### src/rtl/assert_macros.svh
// ----------------------------------------------------------------------------
// Assertion macros
// Shared concurrent assertion helpers for the flat region detector.
// ----------------------------------------------------------------------------
`ifndef ASSERT_MACROS_SVH
`define ASSERT_MACROS_SVH
`ifndef SYNTHESIS
`define FRD_ASSERT(label, prop) \
   label: assert property (@(posedge clock) disable iff (reset) prop) \
      else $error("assertion failed");
`define FRD_ASSERT_NEXT(label, pre, post) \
   label: assert property (@(posedge clock) disable iff (reset) (pre) |=> (post)) \
      else $error("assertion failed");
`else
`define FRD_ASSERT(label, prop)
`define FRD_ASSERT_NEXT(label, pre, post)
`endif
`endif

### src/rtl/frd_pkg.sv
// ----------------------------------------------------------------------------
// Flat region detector package
// Shared widths, register indexes and the word passed from front to back.
// ----------------------------------------------------------------------------
package frd_pkg;

   localparam int SAMPLE_W = 16;
   localparam int INDEX_W = 24;
   localparam int SUM_W = 22;
   localparam int SQ_W = 37;
   localparam int CNT_W = 11;
   localparam int LIMIT_W = 44;
   localparam int HW_W = 6;
   localparam int WL_W = 11;
   localparam int PROD_W = 48;
   localparam int QUEUE_DEPTH = 8;
   localparam int QA_W = $clog2(QUEUE_DEPTH);
   localparam int QCNT_W = $clog2(QUEUE_DEPTH + 1);
   localparam int CSR_IDX_W = 4;
   localparam int CSR_DATA_W = 44;
   localparam int MAX_HALF_WIN_DEF = 32;
   localparam int MAX_SUBSEQ_LEN_DEF = 1024;
   localparam logic [CNT_W-1:0] COUNT_MAX = '1;

   typedef enum logic [CSR_IDX_W-1:0] {
      CSR_HALF_WINDOW = 4'd0,
      CSR_WINDOW_LENGTH = 4'd1,
      CSR_VARIANCE_LIMIT = 4'd2,
      CSR_MIN_NONFLAT = 4'd3
   } csr_index_type;

   typedef struct packed {
      logic [INDEX_W-1:0] centre;
      logic [INDEX_W-1:0] sample_index;
      logic               retire;
      logic               flag;
      logic               last;
   } cmd_type;

endpackage

### src/rtl/frd_queue.sv
// ----------------------------------------------------------------------------
// Command queue
// Short FIFO that decouples the front end from the back end.
// ----------------------------------------------------------------------------
`include "assert_macros.svh"

module frd_queue (
   input  logic                         clock,
   input  logic                         reset,
   input  logic                         push,
   input  frd_pkg::cmd_type             push_data,
   input  logic                         pop,
   output logic                         out_valid,
   output frd_pkg::cmd_type             out_data,
   output logic [frd_pkg::QCNT_W-1:0]   count
);

   frd_pkg::cmd_type entries [frd_pkg::QUEUE_DEPTH];

   logic [frd_pkg::QA_W-1:0]   wr_ptr_ff, rd_ptr_ff;
   logic [frd_pkg::QCNT_W-1:0] count_ff, count_in;

   assign out_valid = count_ff != '0;
   assign out_data = entries[rd_ptr_ff];
   assign count = count_ff;

   always_comb begin
      count_in = count_ff;
      if (push && !pop) begin
         count_in = count_ff + frd_pkg::QCNT_W'(1);
      end else if (pop && !push) begin
         count_in = count_ff - frd_pkg::QCNT_W'(1);
      end
   end

   always_ff @(posedge clock) begin
      if (push) begin
         entries[wr_ptr_ff] <= push_data;
      end
   end

   always_ff @(posedge clock) begin
      if (reset) begin
         wr_ptr_ff <= '0;
         rd_ptr_ff <= '0;
         count_ff <= '0;
      end else begin
         count_ff <= count_in;
         if (push) begin
            wr_ptr_ff <= wr_ptr_ff + frd_pkg::QA_W'(1);
         end
         if (pop) begin
            rd_ptr_ff <= rd_ptr_ff + frd_pkg::QA_W'(1);
         end
      end
   end

   `FRD_ASSERT(a_no_overflow, !push || pop || count_ff < frd_pkg::QCNT_W'(frd_pkg::QUEUE_DEPTH))
   `FRD_ASSERT(a_no_underflow, !pop || count_ff != '0)

endmodule

### config.mk
export PLATFORM = sky130hd
export DESIGN_NAME = frd_queue
export DESIGN_NICKNAME = d
export VERILOG_FILES = /design/src/rtl/frd_pkg.sv /design/src/rtl/frd_queue.sv
export VERILOG_INCLUDE_DIRS = /design/src /design/src/rtl
export SDC_FILE = /design/constraint.sdc
export NUM_CORES = 1
export LEC_CHECK = 0
export ABC_AREA = 1
export BUFFER_PORTS_ARGS = -buffer_cell sky130_fd_sc_hd__buf_2
export CAP_MARGIN = 5
export CORE_MARGIN = 2
export CORE_UTILIZATION = 30
export DETAILED_ROUTE_END_ITERATION = 16
export GPL_TIMING_DRIVEN = 0
export PLACE_DENSITY = 0.43
export SLEW_MARGIN = 40
export SYNTH_ARGS = -nofsm -noshare
export SYNTH_HDL_FRONTEND = slang
export SYNTH_SLANG_ARGS = --single-unit
### constraint.sdc
create_clock -name clock -period 4 [get_ports clock]
set_input_delay 0.8 -clock clock [delete_from_list [all_inputs] [get_ports clock]]
set_output_delay 0.8 -clock clock [all_outputs]
set_load 0.01 [all_outputs]
==> out/metrics.csv <==
stage,metric,value,unit
outcome,outcome,"complete, no violations",
critical_path,crit_type,reg -> out,
placed_design,place.gp.congestion,0.704,
sta,worst_slew_pin_slew,736,ps
floorplan,placementRows,86,
sta,slew_headroom,50.9,%
yosys,yosysWarnings,0,
critical_path,crit_arrival,2390,ps
detailed_routing,drc,0,
critical_path,path_cells,"buf_2, clkinv_1, clkbuf_1, nand2_1, nand2_1, buf_2",
critical_path,cp_slowest_cell,clkbuf_1,
yosys,avgSynthCellArea,11.7,um^2
clock_network,hold_buffers,0,
yosys,async_flop_share,0,%
layout,drive_gt1_share,16.6,%
sta,finalMaxSlewViolations,0,
yosys,synth_cells,1443,
floorplan,die_w,241,um
placed_design,dp.final_hpwl,29900,um
detailed_routing,drt_wl_total,46100,um
global_routing,gr-usage-all-layers,16.1,%
layout,ff_latch_area,0.0125,mm^2
clock_network,cts_tree,yes,
pwr,ir_drop,298,uV
sta,hold_ws,501,ps
placed_design,place_area,0.0191,mm^2
global_routing,grt_pass1_vias,10600,
clock_network,clock_path_buffers,3,
pwr,power.leakage,7.60,nW
layout,design_area,0.0206,mm^2
global_routing,grt_pass1_wl,68500,um
yosys,ys_top_cells_by_area,"edfxtp_1 (73%), nor2_1 (9.4%), nand2_1 (6.1%)",
floorplan,initial_utilization,30.5,%
run,drv_cap,0,
detailed_routing,drt_first_pass_iters,5,
critical_path,crit_family,buffers and inverters,
yosys,ys_dominant_reg_cell,edfxtp_1,
sta,skew,11.1,ps
yosys,synth_edf_count,408,
global_routing,overflow,0,
pwr,power.density,500,mW/mm^2
detailed_routing,drtIter0Drc,622,
critical_path,crit_fanout,10,
min_path,min_path_type,in -> reg,
yosys,synth_top_area_share,72.6,%
clock_network,cts-buffers-inserted,48,
layout,final_util,37.2,%
yosys,synth_seq_cells,421,
clock_network,clock_latency,580,ps
clock_network,htreeDepth,2,
yosys,syn_area,0.0169,mm^2
critical_path,worstSetupStartpointType,flop,
detailed_routing,wire_per_inst,19.0,um
layout,nNetsFinal,1694,
clock_network,clock_sinks,421,
yosys,synth-seq-area-share,74.1,%
yosys,synthTopCellsByCount,"nor2_1 (424), edfxtp_1 (408), nand2_1 (276)",
clock_network,cts_root_buffer,clkbuf_16,
floorplan,core-area,0.0554,mm^2
placed_design,port_buffers,110,
critical_path,crit_required,3200,ps
yosys,synth_most_common_cell,nor2_1,
global_routing,antenna_found_initial,2,
sta,period_share,79.7,%
sta,setup_violations,0,
sta,finalHoldViolCount,0,
sta,rsz0062_at_grt,no,
yosys,syn_nets,1504,
clock_network,cts_setup_buffers,0,
floorplan,die_y,241,um
global_routing,grt_max_degree,17,
floorplan,io_pins,111,
clock_network,clk_pin_slew_worst_paths,60,ps
detailed_routing,vias,10900,
sta,timing.fmax,0.314,GHz
layout,multi_input_area,0.00390,mm^2
layout,fill_cells,5445,
detailed_routing,ant_nets,0,
detailed_routing,vias_per_cell,4.48,
yosys,yosysTopAreaCell,edfxtp_1,
critical_path,endpoint_kind,output pin,
yosys,ys_types,26,
layout,area_delta_synth_final,22.0,%
clock_network,postCtsResizedCells,0,
sta,post-route-min-period,3190,ps
critical_path,slowest_delay,410,ps
floorplan,die_area,0.0582,mm^2
critical_path,cp_num_buf_inv,4,
-- path summary, 6_finish.rpt --
check / from / to / slack (ps) / cells past startpoint
hold reg to reg: wr_ptr_ff[0]$_SDFFE_PP0P_ / wr_ptr_ff[0]$_SDFFE_PP0P_ / 510 / 2
setup / recovery: flop / out_data[23] / 810 / 6
setup reg to reg: wr_ptr_ff[0]$_SDFFE_PP0P_ / entries[1][32]$_DFFE_PP_ / 2020 / 4
hold / removal: push_data[34] / entries[7][34]$_DFFE_PP_ / 500 / 1
-- cell type report --
type,instances,share of cell area (%)
Antenna cell,1,0.0121
Buffer,79,2.31
Clock buffer,55,6.06
Clock inverter,33,1.15
Inverter,14,0.267
Multi-Input combinational cell,929,18.9
Sequential cell,421,60.7
Tap cell,748,4.54
Timing Repair Buffer,140,6.01
-- flip-flops by register name (all words and copies together), names as in the netlist, named ones only --
register / count
wr_ptr_ff: 3
entries: 408
count: 4
rd_ptr_ff: 3
-- logic make-up after synthesis --
kind of cell,share of synthesized area (%)
buffers and inverters,3.15
XOR/XNOR,0.104
AND/OR/NAND/NOR,15.8
AO/OA/AOI/OAI,6.33
flip-flops,74.1
adder cells (fa/ha/maj),0.489
-- where the power goes --
group,leakage [nW],internal [mW],switching [mW],total (mW)
clock,0.727,2.42,1.76,4.19
combinational,3.05,0.382,0.769,1.15
sequential,3.81,4.94,0.0294,4.97
total,7.60,7.75,2.56,10.3
-- layer usage --
layer	track usage (%)	up-vias	wire length, um
met2	26.3	212	21400
met1	22.2	5247	21700
met3	3.24	57	2260
li1	-	5333	-
met4	3.24	4	671
met5	0	-	24
-- through the flow --
stage          TNS [ps]  worst slack (ps)  total power [mW]  std cells
2_1_floorplan         0               229              5.72       1443
3_5_place_dp          0              1390              6.25       2331
3_3_place_gp    -871820             -2320              6.20       2301
4_1_cts               0               767              10.5       2419
5_1_grt               0               678              10.8       2419
6_report              0               813              10.3       2420
-- cells in the final DEF, fill, tap and decap left out --
| cell | count |
|---|---|
| clkinv_2 | 9 |
| clkinv_4 | 1 |
| xnor2_1 | 1 |
| inv_4 | 1 |
| xor2_1 | 1 |
| edfxtp_1 | 408 |
| clkbuf_16 | 49 |
| or2_2 | 2 |
| buf_1 | 7 |
| inv_6 | 2 |
| buf_4 | 7 |
| diode_2 | 1 |
| o21ai_1 | 152 |
| a211oi_1 | 1 |
| nor3_1 | 1 |
| o21ai_0 | 53 |
| dfxtp_1 | 13 |
| clkinv_1 | 17 |
| buf_6 | 14 |
| bufinv_16 | 3 |
| buf_16 | 19 |
| buf_8 | 11 |
| buf_2 | 138 |
| inv_2 | 1 |
| inv_1 | 11 |
| clkinvlp_4 | 2 |
| nand2_1 | 276 |
| a21oi_1 | 7 |
| fa_1 | 1 |
| nor3b_1 | 1 |
| nor2_1 | 416 |
| clkbuf_2 | 11 |
| clkbuf_1 | 18 |
| nand3_1 | 4 |
| nor2_4 | 8 |
| ha_1 | 5 |
No activity file was read; power rests on OpenSTA's default activity.
