[config.mk]
export PLATFORM = sky130hd
export DESIGN_NAME = frd_back
export DESIGN_NICKNAME = d
export VERILOG_FILES = /design/src/rtl/frd_pkg.sv /design/src/rtl/frd_back.sv
export VERILOG_INCLUDE_DIRS = /design/src /design/src/rtl
export SDC_FILE = /design/constraint.sdc
export NUM_CORES = 2
export LEC_CHECK = 0
export ABC_CLOCK_PERIOD_IN_PS = 19800
export BUFFER_PORTS_ARGS = -buffer_cell sky130_fd_sc_hd__buf_2
export CAP_MARGIN = 20
export CORE_MARGIN = 8
export CORE_UTILIZATION = 37
export DETAILED_ROUTE_END_ITERATION = 10
export GPL_ROUTABILITY_DRIVEN = 0
export PLACE_DENSITY_LB_ADDON = 0.2
export SYNTH_ARGS = -nofsm -noshare
export SYNTH_HDL_FRONTEND = slang
export SYNTH_SLANG_ARGS = --single-unit
export TNS_END_PERCENT = 5
[constraint.sdc]
create_clock -name clock -period 19.8 [get_ports clock]
set_clock_uncertainty 0.05 [all_clocks]
set_input_delay 1.98 -clock clock [delete_from_list [all_inputs] [get_ports clock]]
set_output_delay 1.98 -clock clock [all_outputs]
set_load 0.05 [all_outputs]
[src/rtl/assert_macros.svh]
// ----------------------------------------------------------------------------
// Assertion macros
// Shared concurrent assertion helpers for the flat region detector.
// ----------------------------------------------------------------------------
`ifndef ASSERT_MACROS_SVH
`define ASSERT_MACROS_SVH
`ifndef SYNTHESIS
`define FRD_ASSERT(label, prop) \
   label: assert property (@(posedge clock) disable iff (reset) prop) \
      else $error("assertion failed");
`define FRD_ASSERT_NEXT(label, pre, post) \
   label: assert property (@(posedge clock) disable iff (reset) (pre) |=> (post)) \
      else $error("assertion failed");
`else
`define FRD_ASSERT(label, prop)
`define FRD_ASSERT_NEXT(label, pre, post)
`endif
`endif

[src/rtl/frd_pkg.sv]
// ----------------------------------------------------------------------------
// Flat region detector package
// Shared widths, register indexes and the word passed from front to back.
// ----------------------------------------------------------------------------
package frd_pkg;

   localparam int SAMPLE_W = 16;
   localparam int INDEX_W = 24;
   localparam int SUM_W = 22;
   localparam int SQ_W = 37;
   localparam int CNT_W = 11;
   localparam int LIMIT_W = 44;
   localparam int HW_W = 6;
   localparam int WL_W = 11;
   localparam int PROD_W = 48;
   localparam int QUEUE_DEPTH = 8;
   localparam int QA_W = $clog2(QUEUE_DEPTH);
   localparam int QCNT_W = $clog2(QUEUE_DEPTH + 1);
   localparam int CSR_IDX_W = 4;
   localparam int CSR_DATA_W = 44;
   localparam int MAX_HALF_WIN_DEF = 32;
   localparam int MAX_SUBSEQ_LEN_DEF = 1024;
   localparam logic [CNT_W-1:0] COUNT_MAX = '1;

   typedef enum logic [CSR_IDX_W-1:0] {
      CSR_HALF_WINDOW = 4'd0,
      CSR_WINDOW_LENGTH = 4'd1,
      CSR_VARIANCE_LIMIT = 4'd2,
      CSR_MIN_NONFLAT = 4'd3
   } csr_index_type;

   typedef struct packed {
      logic [INDEX_W-1:0] centre;
      logic [INDEX_W-1:0] sample_index;
      logic               retire;
      logic               flag;
      logic               last;
   } cmd_type;

endpackage

[src/rtl/frd_back.sv]
// ----------------------------------------------------------------------------
// Back end
// Retires centres one per cycle unless stalled; keeps non-flat count, emits decisions.
// ----------------------------------------------------------------------------
`include "assert_macros.svh"

module frd_back #(
   parameter int MAX_SUBSEQ_LEN = frd_pkg::MAX_SUBSEQ_LEN_DEF
) (
   input  logic                              clock,
   input  logic                              reset,
   input  logic                              q_valid,
   input  frd_pkg::cmd_type                  q_data,
   output logic                              q_pop,
   input  logic [$clog2(MAX_SUBSEQ_LEN+1)-1:0] sub_len,
   input  logic [frd_pkg::CNT_W-1:0]         min_count,
   output logic                              rsp_valid,
   input  logic                              rsp_ready,
   output logic [frd_pkg::INDEX_W-1:0]       rsp_start_index,
   output logic                              rsp_is_flat,
   output logic                              rsp_last_result
);

   localparam int FAW = $clog2(MAX_SUBSEQ_LEN);
   localparam int IW = frd_pkg::INDEX_W;
   localparam int CW = frd_pkg::CNT_W;

   logic flag_mem [2**FAW];

   logic          norm_ff, flush_ff, flag_ff;
   logic [IW-1:0] c_ff, end_ff;
   logic          busy, op_flag, op_final, finishing, en, a_fire;
   logic [IW-1:0] rd_full;

   logic          b_valid_ff, b_flag_ff, b_has_old_ff, b_emit_ff, b_final_ff, b_old_ff;
   logic [IW-1:0] b_c_ff;
   logic [CW:0]   cnt;
   logic [CW-1:0] cnt_sat;
   logic [CW-1:0] count_ff;

   logic          rsp_valid_ff;
   logic [IW-1:0] rsp_index_ff;
   logic          rsp_flat_ff, rsp_last_ff;

   assign en = !rsp_valid_ff || rsp_ready;
   assign busy = norm_ff || flush_ff;
   assign op_flag = norm_ff ? flag_ff : 1'b0;
   assign op_final = !norm_ff && flush_ff && c_ff == end_ff;
   assign finishing = (norm_ff && !flush_ff) || op_final;
   assign q_pop = en && q_valid && (!busy || finishing);
   assign a_fire = en && busy;
   assign rd_full = c_ff - IW'(sub_len);

   always_ff @(posedge clock) begin
      if (reset) begin
         norm_ff <= 1'b0;
         flush_ff <= 1'b0;
      end else if (q_pop) begin
         norm_ff <= q_data.retire;
         flush_ff <= q_data.last;
      end else if (a_fire) begin
         norm_ff <= 1'b0;
         if (op_final) begin
            flush_ff <= 1'b0;
         end
      end
   end

   always_ff @(posedge clock) begin
      if (q_pop) begin
         c_ff <= q_data.retire ? q_data.centre : '0;
         end_ff <= q_data.sample_index;
         flag_ff <= q_data.flag;
      end else if (a_fire) begin
         c_ff <= c_ff + IW'(1);
      end
   end

   always_ff @(posedge clock) begin
      if (a_fire) begin
         flag_mem[c_ff[FAW-1:0]] <= op_flag;
         b_old_ff <= flag_mem[rd_full[FAW-1:0]];
         b_c_ff <= c_ff;
         b_flag_ff <= op_flag;
         b_has_old_ff <= c_ff >= IW'(sub_len);
         b_emit_ff <= (IW+1)'(c_ff) + (IW+1)'(1) >= (IW+1)'(sub_len);
         b_final_ff <= op_final;
      end
   end

   always_comb begin
      cnt = (CW+1)'(count_ff) + (CW+1)'(b_flag_ff);
      if (b_has_old_ff) begin
         if (cnt >= (CW+1)'(b_old_ff)) begin
            cnt = cnt - (CW+1)'(b_old_ff);
         end else begin
            cnt = '0;
         end
      end
      if (cnt > (CW+1)'(frd_pkg::COUNT_MAX)) begin
         cnt_sat = frd_pkg::COUNT_MAX;
      end else begin
         cnt_sat = CW'(cnt);
      end
   end

   always_ff @(posedge clock) begin
      if (reset) begin
         b_valid_ff <= 1'b0;
         count_ff <= '0;
         rsp_valid_ff <= 1'b0;
      end else if (en) begin
         b_valid_ff <= a_fire;
         rsp_valid_ff <= b_valid_ff && b_emit_ff;
         if (b_valid_ff) begin
            count_ff <= b_final_ff ? '0 : cnt_sat;
         end
      end
   end

   always_ff @(posedge clock) begin
      if (en) begin
         rsp_index_ff <= b_c_ff + IW'(1) - IW'(sub_len);
         rsp_flat_ff <= cnt_sat < min_count;
         rsp_last_ff <= b_final_ff;
      end
   end

   assign rsp_valid = rsp_valid_ff;
   assign rsp_start_index = rsp_index_ff;
   assign rsp_is_flat = rsp_flat_ff;
   assign rsp_last_result = rsp_last_ff;

   `FRD_ASSERT(a_flush_range, !flush_ff || c_ff <= end_ff)
   `FRD_ASSERT_NEXT(a_hold_on_stall, rsp_valid_ff && !rsp_ready, rsp_valid_ff)

endmodule

==> impl_metrics.tcl <==
set metrics [dict create \
    maxCapViolations 0 \
    cts-root-buf "clkbuf_16" \
    syn_avg_cell_area_um2 14.2 \
    hold_buffers 0 \
    synth_edf_count 1128 \
    async_flop_share_pct 0 \
    drt_first_pass_iters 6 \
    max_freq_ghz 0.147 \
    max_stage_delay_ps 1080 \
    finalPower_uw 6310 \
    worstReg2RegStart "c_ff[0]$_DFFE_PP_" \
    layout-drive-gt1-share_pct 19.8 \
    cts.path.max_buffers 3 \
    clock-sinks 1143 \
    irDropWorstVdd_mv 0.105 \
    syn_to_final_growth_pct 13.6 \
    cts_max_level 4 \
    routed_wirelength_mm 146 \
    place_inst 5377 \
    die_h_um 390 \
    route.detailed.drc 0 \
    hold_viol 0 \
    path_delay_family "buffers and inverters" \
    fin_crit_sh_pct 34.4 \
    hp-class "register to register" \
    initial_utilization_pct 37.2 \
    cp_num_buf_inv 4 \
    antenna_cells 0 \
    syn_inst 3641 \
    die_width_um 390 \
    post_cts_buffers 0 \
    grt_pass1_wl_mm 213 \
    fin_tns_setup_ps 0 \
    antenna_found_initial 3 \
    die-area_um2 152000 \
    synth_nets 3793 \
    slew_violations 0 \
    syn_area_um2 51600 \
    ant_nets 0 \
    layout_commonest_cell "edfxtp_1" \
    fillers 12700 \
    maxSlewHeadroom_pct 26.4 \
    startpoint_type "primary input" \
    yosysUniqueCellTypes 64 \
    tritoncts "done" \
    ys_seq_area_share_pct 66.2 \
    clk-insertion-delay-late_ps 740 \
    grt_overflow 0 \
    utilization_pct 42.2 \
    cellPowerDensity_nw_per_um2 108 \
    crit_slowest_cell "fa_4" \
    final_cell_mix "1128 x edfxtp_1, 1059 x nor2_1, 310 x mux4_2" \
    crit_path_end_kind "register" \
    leakagePower_uw 0.0199 \
    crit_path_max_fanout 58 \
    drtIter0Drc 3651 \
    grt_max_degree 126 \
    viasPerCell 5.48 \
    post-route-min-period_ps 6820 \
    crit_top_cell "mux2i_1" \
    path_class "primary input to register" \
    via_count 30900 \
    grt_pass1_vias 30600 \
    clkTransAtPathRegs_ps 60 \
    detail_route.wl_per_cell_um 25.9 \
    coreArea_um2 139000 \
    post-dp-hpwl_mm 76.9 \
    track_usage_pct 18.9 \
    crit_arrival_ps 7250 \
    cp_cell_sequence "buf_2, ha_4, inv_1, fa_4, buf_4, buf_4, mux4_2, mux4_2, a22oi_1, a31oi_1, a21oi_1, mux2i_1, mux2i_1, mux2i_1" \
    hold_path.startpoint "b_final_ff$_DFFE_PP_" \
    ios 105 \
    portBuffers 104 \
    worstPathRequired_ps 20230 \
    yosysWarnings 0 \
    fin_cells 5632 \
    hold_slack_ps 392 \
    worst_pin_slew_ps 1100 \
    setup.worst_path.start "sub_len[0]" \
    core.rowCount 137 \
    synth.ff_latch_count 1143 \
    finalSetupViolCount 0 \
    cts_buffers 130 \
    rsz0062_at_grt "no" \
    ctsResizeCount 0 \
    outcome "completed" \
    nNetsFinal 3806 \
    synth_flop_cell "edfxtp_1" \
]
==> metal layers <==
metal  wire length, µm  global-route usage, %
met4              4360                   5.90
met5                 0                      0
met3              9730                   3.04
met1             63200                   26.6
met2             68400                   30.2
==> cell families after synthesis <==
| group | synth area share, % |
|---|---|
| and+or+nand+nor | 11.2 |
| AOI/OAI and AO/OA | 2.65 |
| muxes | 13.8 |
| adders and majority gates | 1.85 |
| buffers and inverters | 2.81 |
| xor gates and xnor gates | 1.49 |
| DFF | 66.2 |
==> cells in the mapped netlist, types with 4 or more instances <==
master    number  area, µm²
a211oi_1       8       60.1
a21o_1         9       67.6
a21oi_1       63        315
a22oi_1       28        210
a31oi_1       13       81.3
and2_1        23        144
and3_1        14       87.6
and3b_1        4       35.0
buf_1          8       30.0
buf_2         32        160
clkbuf_1     272       1020
dfxtp_1       15        300
edfxtp_1    1128      33900
ha_1          73        913
inv_1         53        199
mux2i_1       13        130
mux4_2       310       6980
nand2_1      173        649
nand2b_1      13       81.3
nand3_1       61        305
nand4_1       19        119
nor2_1      1061       3980
nor2b_1        9       56.3
nor3_1        16       80.1
nor3b_1        8       60.1
nor4_1         7       43.8
o211ai_1      14        105
o21a_1         8       60.1
o21ai_0       45        225
or2_2          4       25.0
xnor2_1       56        490
xor2_1        32        280
==> stage by stage <==
stage               setup WS (ps)  instance area [µm²]
floorplan                    3760                51600
global placement            12250                54000
detailed placement          12180                54200
CTS                         12990                58100
global route                12810                58700
finish                      12980                58700
==> registers in the layout, summed over array words and instances (netlist names), 11 cells and up <==
signal and flops:
count_ff 11, end_ff 24, flag_mem 1024, rsp_start_index 24, b_c_ff 24, c_ff 24
==> path summary, 6_finish.rpt <==
check                                    to  slack (ps)  cells after the start
setup / recovery         b_old_ff$_DFFE_PP_       12980                     14
hold / removal    rsp_last_result$_DFFE_PN_         390                      0
setup reg to reg         b_old_ff$_DFFE_PP_       13540                     14
hold reg to reg   rsp_last_result$_DFFE_PN_         390                      0
==> worst register-to-register path: stages (launching register included) <==
cell and delay, ps:
edfxtp_1 580, inv_1 250, ha_4 160, inv_1 40, fa_4 1080, buf_4 850, buf_4 850, mux4_2 480
mux4_2 480, a22oi_1 200, a31oi_1 200, a21oi_1 180, mux2i_1 110, mux2i_1 340, mux2i_1 150
==> layout make-up <==
cell class | count | area [µm²] | area share [%]
Sequential cell | 1143 | 34200 | 58.2
Multi-Input combinational cell | 2129 | 16200 | 27.7
Clock buffer | 166 | 3530 | 6.01
Tap cell | 1876 | 2350 | 4.00
Timing Repair Buffer | 197 | 1740 | 2.97
Clock inverter | 68 | 439 | 0.749
Inverter | 53 | 199 | 0.339
==> power by group <==
part | leakage (µW) | switching (µW) | internal, µW | total (µW)
registers | 0.0119 | 42.6 | 2690 | 2740
logic | 0.00601 | 801 | 499 | 1300
clock network | 0.00195 | 986 | 1290 | 2280
Note: power is estimated with default switching activity, not from simulation.
