[config.mk]
export PLATFORM = sky130hd
export DESIGN_NAME = frd_front
export DESIGN_NICKNAME = d
export VERILOG_FILES = /design/src/rtl/frd_pkg.sv /design/src/rtl/frd_front.sv
export VERILOG_INCLUDE_DIRS = /design/src /design/src/rtl
export SDC_FILE = /design/constraint.sdc
export NUM_CORES = 2
export LEC_CHECK = 0
export ABC_CLOCK_PERIOD_IN_PS = 11100
export BUFFER_PORTS_ARGS = -buffer_cell sky130_fd_sc_hd__buf_2
export CAP_MARGIN = 0
export CORE_MARGIN = 2
export CORE_UTILIZATION = 55
export CTS_BUF_LIST = sky130_fd_sc_hd__clkbuf_4
export DETAILED_ROUTE_END_ITERATION = 16
export GPL_TIMING_DRIVEN = 0
export PLACE_DENSITY = 0.71
export SYNTH_ARGS = -nofsm -noshare
export SYNTH_HDL_FRONTEND = slang
export SYNTH_SLANG_ARGS = --single-unit
[constraint.sdc]
create_clock -name clock -period 11.1 [get_ports clock]
set_clock_uncertainty 0.15 [all_clocks]
set_input_delay 1.11 -clock clock [delete_from_list [all_inputs] [get_ports clock]]
set_output_delay 1.11 -clock clock [all_outputs]
set_load 0.005 [all_outputs]
[src/rtl/assert_macros.svh]
// ----------------------------------------------------------------------------
// Assertion macros
// Shared concurrent assertion helpers for the flat region detector.
// ----------------------------------------------------------------------------
`ifndef ASSERT_MACROS_SVH
`define ASSERT_MACROS_SVH
`ifndef SYNTHESIS
`define FRD_ASSERT(label, prop) \
   label: assert property (@(posedge clock) disable iff (reset) prop) \
      else $error("assertion failed");
`define FRD_ASSERT_NEXT(label, pre, post) \
   label: assert property (@(posedge clock) disable iff (reset) (pre) |=> (post)) \
      else $error("assertion failed");
`else
`define FRD_ASSERT(label, prop)
`define FRD_ASSERT_NEXT(label, pre, post)
`endif
`endif

[src/rtl/frd_pkg.sv]
// ----------------------------------------------------------------------------
// Flat region detector package
// Shared widths, register indexes and the word passed from front to back.
// ----------------------------------------------------------------------------
package frd_pkg;

   localparam int SAMPLE_W = 16;
   localparam int INDEX_W = 24;
   localparam int SUM_W = 22;
   localparam int SQ_W = 37;
   localparam int CNT_W = 11;
   localparam int LIMIT_W = 44;
   localparam int HW_W = 6;
   localparam int WL_W = 11;
   localparam int PROD_W = 48;
   localparam int QUEUE_DEPTH = 8;
   localparam int QA_W = $clog2(QUEUE_DEPTH);
   localparam int QCNT_W = $clog2(QUEUE_DEPTH + 1);
   localparam int CSR_IDX_W = 4;
   localparam int CSR_DATA_W = 44;
   localparam int MAX_HALF_WIN_DEF = 32;
   localparam int MAX_SUBSEQ_LEN_DEF = 1024;
   localparam logic [CNT_W-1:0] COUNT_MAX = '1;

   typedef enum logic [CSR_IDX_W-1:0] {
      CSR_HALF_WINDOW = 4'd0,
      CSR_WINDOW_LENGTH = 4'd1,
      CSR_VARIANCE_LIMIT = 4'd2,
      CSR_MIN_NONFLAT = 4'd3
   } csr_index_type;

   typedef struct packed {
      logic [INDEX_W-1:0] centre;
      logic [INDEX_W-1:0] sample_index;
      logic               retire;
      logic               flag;
      logic               last;
   } cmd_type;

endpackage

[src/rtl/frd_front.sv]
// ----------------------------------------------------------------------------
// Front end
// Accepts samples, keeps the running sums and flags centres whose variance exceeds the limit.
// ----------------------------------------------------------------------------
`include "assert_macros.svh"

module frd_front #(
   parameter int MAX_HALF_WIN = frd_pkg::MAX_HALF_WIN_DEF
) (
   input  logic                                clock,
   input  logic                                reset,
   input  logic                                req_valid,
   output logic                                req_ready,
   input  logic signed [frd_pkg::SAMPLE_W-1:0] req_sample_value,
   input  logic                                req_last_sample,
   input  logic [$clog2(MAX_HALF_WIN+1)-1:0]   half_win,
   input  logic [frd_pkg::LIMIT_W-1:0]         variance_limit,
   input  logic [frd_pkg::QCNT_W-1:0]          queue_count,
   output logic                                cmd_valid,
   output frd_pkg::cmd_type                    cmd
);

   localparam int SDEPTH = 2 * MAX_HALF_WIN + 1;
   localparam int PW = $clog2(SDEPTH);
   localparam int NW = $clog2(SDEPTH + 1);
   localparam int IW = frd_pkg::INDEX_W;
   localparam int SW = frd_pkg::SAMPLE_W;
   localparam int QW = frd_pkg::QCNT_W + 1;

   logic signed [SW-1:0] sample_mem [SDEPTH];

   logic [IW-1:0] count_ff, count_in;
   logic [PW-1:0] ptr_ff, ptr_in;
   logic [PW-1:0] rd_addr;
   logic [PW:0]   rd_tmp;
   logic [NW-1:0] nwin;
   logic [IW-1:0] idx_next;
   logic          acc;

   logic                 v1_ff, v2_ff, v3_ff, v4_ff;
   logic signed [SW-1:0] x1_ff, old1_ff;
   logic                 use_old1_ff, full1_ff, retire1_ff, last1_ff;
   logic [IW-1:0]        centre1_ff, idx1_ff;

   logic [2*SW-1:0] xsq2_ff, oldsq2_ff;
   logic signed [SW-1:0] x2_ff, old2_ff;
   logic            full2_ff, retire2_ff, last2_ff;
   logic [IW-1:0]   centre2_ff, idx2_ff;

   logic [frd_pkg::SUM_W-1:0] sum_ff, sum_in, new_sum, sum3_ff;
   logic [frd_pkg::SQ_W-1:0]  sq_ff, sq_in, new_sq, sq3_ff;
   logic                      full3_ff, retire3_ff, last3_ff;
   logic [IW-1:0]             centre3_ff, idx3_ff;

   logic [frd_pkg::PROD_W-1:0]         p1_4_ff;
   logic signed [frd_pkg::PROD_W-1:0]  ss4_ff, diff;
   logic signed [2*frd_pkg::SUM_W-1:0] ssq;
   logic                               full4_ff, retire4_ff, last4_ff;
   logic [IW-1:0]                      centre4_ff, idx4_ff;
   logic [QW-1:0]                      credit;

   assign nwin = NW'({half_win, 1'b1});
   assign acc = req_valid && req_ready;
   assign credit = QW'(queue_count) + QW'(v1_ff) + QW'(v2_ff) + QW'(v3_ff) + QW'(v4_ff);
   assign req_ready = credit < QW'(frd_pkg::QUEUE_DEPTH);

   always_comb begin
      rd_tmp = (PW+1)'(ptr_ff) + (PW+1)'(SDEPTH) - (PW+1)'(nwin);
      if (rd_tmp >= (PW+1)'(SDEPTH)) begin
         rd_tmp = rd_tmp - (PW+1)'(SDEPTH);
      end
      rd_addr = PW'(rd_tmp);
      idx_next = count_ff + IW'(1);
      count_in = count_ff;
      ptr_in = ptr_ff;
      if (acc) begin
         if (req_last_sample) begin
            count_in = '0;
         end else begin
            count_in = idx_next;
         end
         if (req_last_sample || idx_next == '0 || ptr_ff == PW'(SDEPTH - 1)) begin
            ptr_in = '0;
         end else begin
            ptr_in = ptr_ff + PW'(1);
         end
      end
   end

   always_ff @(posedge clock) begin
      if (acc) begin
         sample_mem[ptr_ff] <= req_sample_value;
         old1_ff <= sample_mem[rd_addr];
      end
   end

   always_comb begin
      new_sum = sum_ff - frd_pkg::SUM_W'(old2_ff) + frd_pkg::SUM_W'(x2_ff);
      new_sq = sq_ff - frd_pkg::SQ_W'(oldsq2_ff) + frd_pkg::SQ_W'(xsq2_ff);
      sum_in = sum_ff;
      sq_in = sq_ff;
      if (v2_ff) begin
         sum_in = last2_ff ? '0 : new_sum;
         sq_in = last2_ff ? '0 : new_sq;
      end
      ssq = $signed(sum3_ff) * $signed(sum3_ff);
      diff = $signed(p1_4_ff) - ss4_ff;
   end

   always_ff @(posedge clock) begin
      if (reset) begin
         count_ff <= '0;
         ptr_ff <= '0;
         sum_ff <= '0;
         sq_ff <= '0;
         v1_ff <= 1'b0;
         v2_ff <= 1'b0;
         v3_ff <= 1'b0;
         v4_ff <= 1'b0;
      end else begin
         count_ff <= count_in;
         ptr_ff <= ptr_in;
         sum_ff <= sum_in;
         sq_ff <= sq_in;
         v1_ff <= acc;
         v2_ff <= v1_ff;
         v3_ff <= v2_ff;
         v4_ff <= v3_ff;
      end
   end

   always_ff @(posedge clock) begin
      x1_ff <= req_sample_value;
      use_old1_ff <= count_ff >= IW'(nwin);
      full1_ff <= count_ff >= IW'({half_win, 1'b0});
      retire1_ff <= count_ff >= IW'(half_win);
      centre1_ff <= count_ff - IW'(half_win);
      idx1_ff <= count_ff;
      last1_ff <= req_last_sample;

      x2_ff <= x1_ff;
      old2_ff <= use_old1_ff ? old1_ff : '0;
      xsq2_ff <= (2*SW)'(x1_ff * x1_ff);
      oldsq2_ff <= use_old1_ff ? (2*SW)'(old1_ff * old1_ff) : '0;
      full2_ff <= full1_ff;
      retire2_ff <= retire1_ff;
      centre2_ff <= centre1_ff;
      idx2_ff <= idx1_ff;
      last2_ff <= last1_ff;

      sum3_ff <= new_sum;
      sq3_ff <= new_sq;
      full3_ff <= full2_ff;
      retire3_ff <= retire2_ff;
      centre3_ff <= centre2_ff;
      idx3_ff <= idx2_ff;
      last3_ff <= last2_ff;

      p1_4_ff <= frd_pkg::PROD_W'(nwin) * frd_pkg::PROD_W'(sq3_ff);
      ss4_ff <= frd_pkg::PROD_W'(ssq);
      full4_ff <= full3_ff;
      retire4_ff <= retire3_ff;
      centre4_ff <= centre3_ff;
      idx4_ff <= idx3_ff;
      last4_ff <= last3_ff;
   end

   assign cmd_valid = v4_ff && (retire4_ff || last4_ff);
   assign cmd.centre = centre4_ff;
   assign cmd.sample_index = idx4_ff;
   assign cmd.retire = retire4_ff;
   assign cmd.flag = full4_ff && (diff > $signed(frd_pkg::PROD_W'(variance_limit)));
   assign cmd.last = last4_ff;

   `FRD_ASSERT_NEXT(a_series_clear, acc && req_last_sample, count_ff == '0)

endmodule

==> impl_metrics.json <==
{
  "status": "finished, violations left",
  "failed_checks": "capacitance limit",
  "cp-end-kind": "register",
  "hpwlAfterDp_um": 217000,
  "crit-reg2reg-launch": "sum3_ff[16]",
  "gp_routability_congestion": 0.989,
  "synth-main-ff-cell": "edfxtp_1",
  "dieWidth_um": 441,
  "die_h_um": 441,
  "syn_inst": 9363,
  "number_of_iterations_in_the_first_detailed_routing_pass": 9,
  "whs_endpoint": "full3_ff",
  "final-instance-count-excl-fill": 12763,
  "layout_worst_path_cycle_share": 0.873,
  "global_route.usage.total": 0.300,
  "initial_utilization": 0.553,
  "worst-endpoint-arrival_ns": 10.75,
  "rr_worst_depth": 25,
  "grt_setup_unrepaired": "false",
  "worst_case_register_to_register_setup_slack_ns": 1.41,
  "die-area_um2": 194000,
  "cts.sinks": 1609,
  "ios": 127,
  "antenna_found_initial": 11,
  "yosys_register_bits": 1609,
  "timing.final.hold_violations": 0,
  "insertion_delay_ns": 1.37,
  "critical_path_type": "reg -> reg",
  "fp.coreArea_um2": 190000,
  "top_count_cell_post_synth": "inv_1",
  "setup_violators_final": 0,
  "final.min_clock_period_ns": 9.69,
  "grt-ovfl-total": 0,
  "avgSynthCellArea_um2": 11.2,
  "drive_above_1_share": 0.104,
  "drt-initial-drc-count": 6446,
  "fmax_ghz": 0.103,
  "grt_pass1_wl_um": 436000,
  "detail_route.drc_violations": 0,
  "via_count_of_the_first_global_routing_pass": 74438,
  "routed-via-count": 71516,
  "synthesis.nets": 11157,
  "min-delay-path-class": "reg -> reg",
  "cp_max_fo": 10,
  "h_tree_lvls": 5,
  "tightestPinTransition_ns": 1.49,
  "syn-cell-area_um2": 105000,
  "port_buffers": 123,
  "netlist_top_cells_count": "inv_1, nand2_1, fa_1, edfxtp_1",
  "maximum_number_of_pins_on_one_net_before_global_route_repair": 67,
  "ctsRootBufferMaster": "clkbuf_4",
  "post-cts-setup-buffers": 0,
  "holdCritStartpoint": "full2_ff",
  "min_delay_path_depth": 0,
  "synth-seq-area-share": 0.408,
  "cp_data_required_time_ns": 12.16,
  "yosysTopAreaCell": "edfxtp_1",
  "layout.nets": 11740,
  "ant_nets": 0,
  "asyncSetResetFlopFracSynth": 0,
  "routedWlPerCell_um": 22.4,
  "pre_cts_slack_ns": 1.57,
  "post-synth-top-area-fraction": 0.302,
  "cell_rows": 160,
  "synthToLayoutAreaGrowth_pct": 9.38,
  "clk_pin_slew_worst_paths_ns": 0.07,
  "synth_cell_types": 85,
  "category_of_the_worst_setup_path_launch_point": "register",
  "timing.hold.ws_ns": 0.153,
  "cts_buffers": 406,
  "filler_cell_count_in_the_final_layout": 15408,
  "relSlewSlack": 0.00691,
  "synthTopCellsByArea": "edfxtp_1, fa_1, dfxtp_1",
  "placed_cells_incl_taps": 12048,
  "synth_edf_count": 1056,
  "maxCapViolations": 1,
  "layout_setup_ws_ns": 1.41,
  "ys_warn_count": 0,
  "reg2reg_to": "ss4_ff[43]",
  "deepest_clock_path_buffer_count": 4,
  "timing_max_transition_violations_final": 0,
  "setup-tns-final_ns": 0,
  "route.final.wire_length_um": 286000,
  "drt-vias-per-instance": 5.60,
  "tritoncts_clock_tree": "built"
}
## area by class of cell
| type | instances | area (µm²) | share of cell area |
|---|---|---|---|
| timing repair buffer | 175 | 1430 | 0.0124 |
| clock buffer | 584 | 4380 | 0.0382 |
| sequential | 1609 | 42800 | 0.373 |
| antenna | 13 | 32.5 | 0.000284 |
| multi-input combinational | 5751 | 54500 | 0.475 |
| inverter | 1674 | 6280 | 0.0548 |
| buffer | 329 | 1440 | 0.0126 |
| tap | 2511 | 3140 | 0.0274 |
| clock inverter | 117 | 693 | 0.00604 |
## state kept, by name (all words and copies together), names as in the netlist, 7 cells and up
signal      count
centre1_ff     24
centre2_ff     24
centre3_ff     24
centre4_ff     24
count_ff       24
idx1_ff        24
idx2_ff        24
idx3_ff        24
idx4_ff        24
old1_ff        16
old2_ff        15
oldsq2_ff      31
p1_4_ff        44
ptr_ff          7
sample_mem   1040
sq3_ff         37
sq_ff          37
ss4_ff         43
sum3_ff        22
sum_ff         22
x1_ff          16
x2_ff          16
xsq2_ff        30
## layout by cell type (no fill, tap or decap), types with 254 or more instances in the layout
| cell | count |
|---|---|
| a21oi_1 | 254 |
| clkbuf_4 | 584 |
| dfxtp_1 | 553 |
| edfxtp_1 | 1056 |
| fa_1 | 1167 |
| ha_1 | 553 |
| inv_1 | 1670 |
| nand2_1 | 1196 |
| nand3_1 | 296 |
| nor2_1 | 300 |
## per-stage QoR
| step | util | instance area (µm²) |
|---|---|---|
| after global routing | 0.604 | 115000 |
| final | 0.604 | 115000 |
| after CTS | 0.604 | 115000 |
| after detailed placement | 0.577 | 110000 |
| after global placement | 0.572 | 109000 |
| after floorplan | - | 105000 |
## cells by family after synthesis
group / count (synthesis) / share of synthesized area
AND/OR/NAND/NOR: 2459 / 0.106
buffers and inverters: 2003 / 0.0737
adder cells (fa/ha/maj): 1720 / 0.289
flip-flops: 1609 / 0.408
AO/OA/AOI/OAI: 1028 / 0.0651
XOR/XNOR: 307 / 0.0259
multiplexers: 237 / 0.0324
## worst max-delay path: stages, from the launching register on
cell and delay, ns:
dfxtp_1 0.50, clkbuf_1 0.71, clkbuf_1 0.61, nand2_1 0.24, fa_1 0.57, inv_1 0.06, fa_1 0.48, fa_1 0.58
fa_1 0.45, fa_1 0.50, fa_1 0.49, inv_1 0.05, fa_1 0.47, inv_1 0.04, ha_1 0.34, a21o_1 0.20
a211o_1 0.31, nor3_1 0.24, nor3_1 0.09, a21oi_1 0.54, a21oi_1 0.29, o31ai_1 0.74, o31ai_1 0.29, a221o_1 0.36
a21oi_1 0.18, xnor2_1 0.13
## worst max path at each step
stage | start | endpoint | slack, ns | cells after the start
after global routing | p1_4_ff[0] | cmd[1] | 0.76 | 22
after CTS | p1_4_ff[0] | cmd[1] | 1.35 | 22
after global placement | sum3_ff[16] | ss4_ff[43] | 1.65 | 25
after detailed placement | sum3_ff[16] | ss4_ff[43] | 1.57 | 25
final | sum3_ff[16] | ss4_ff[43] | 1.41 | 25
after floorplan | sum3_ff[21] | ss4_ff[42] | 3.72 | 25
## layer usage
metal,vias up,part of all wire,global-route usage
li1,32033,-,-
met1,35578,0.38,0.369
met2,3224,0.48,0.497
met3,679,0.082,0.0592
met4,2,0.060,0.164
met5,-,0.000024,0
## what timing repair did
action	CTS	global route
hold buffers	1	0
gates resized for setup	0	0
endpoints found under the hold margin	1	0
Power is left out: the tool's default activity adds up to more than one toggle a clock period on the data nets, which glitch-free logic cannot reach.
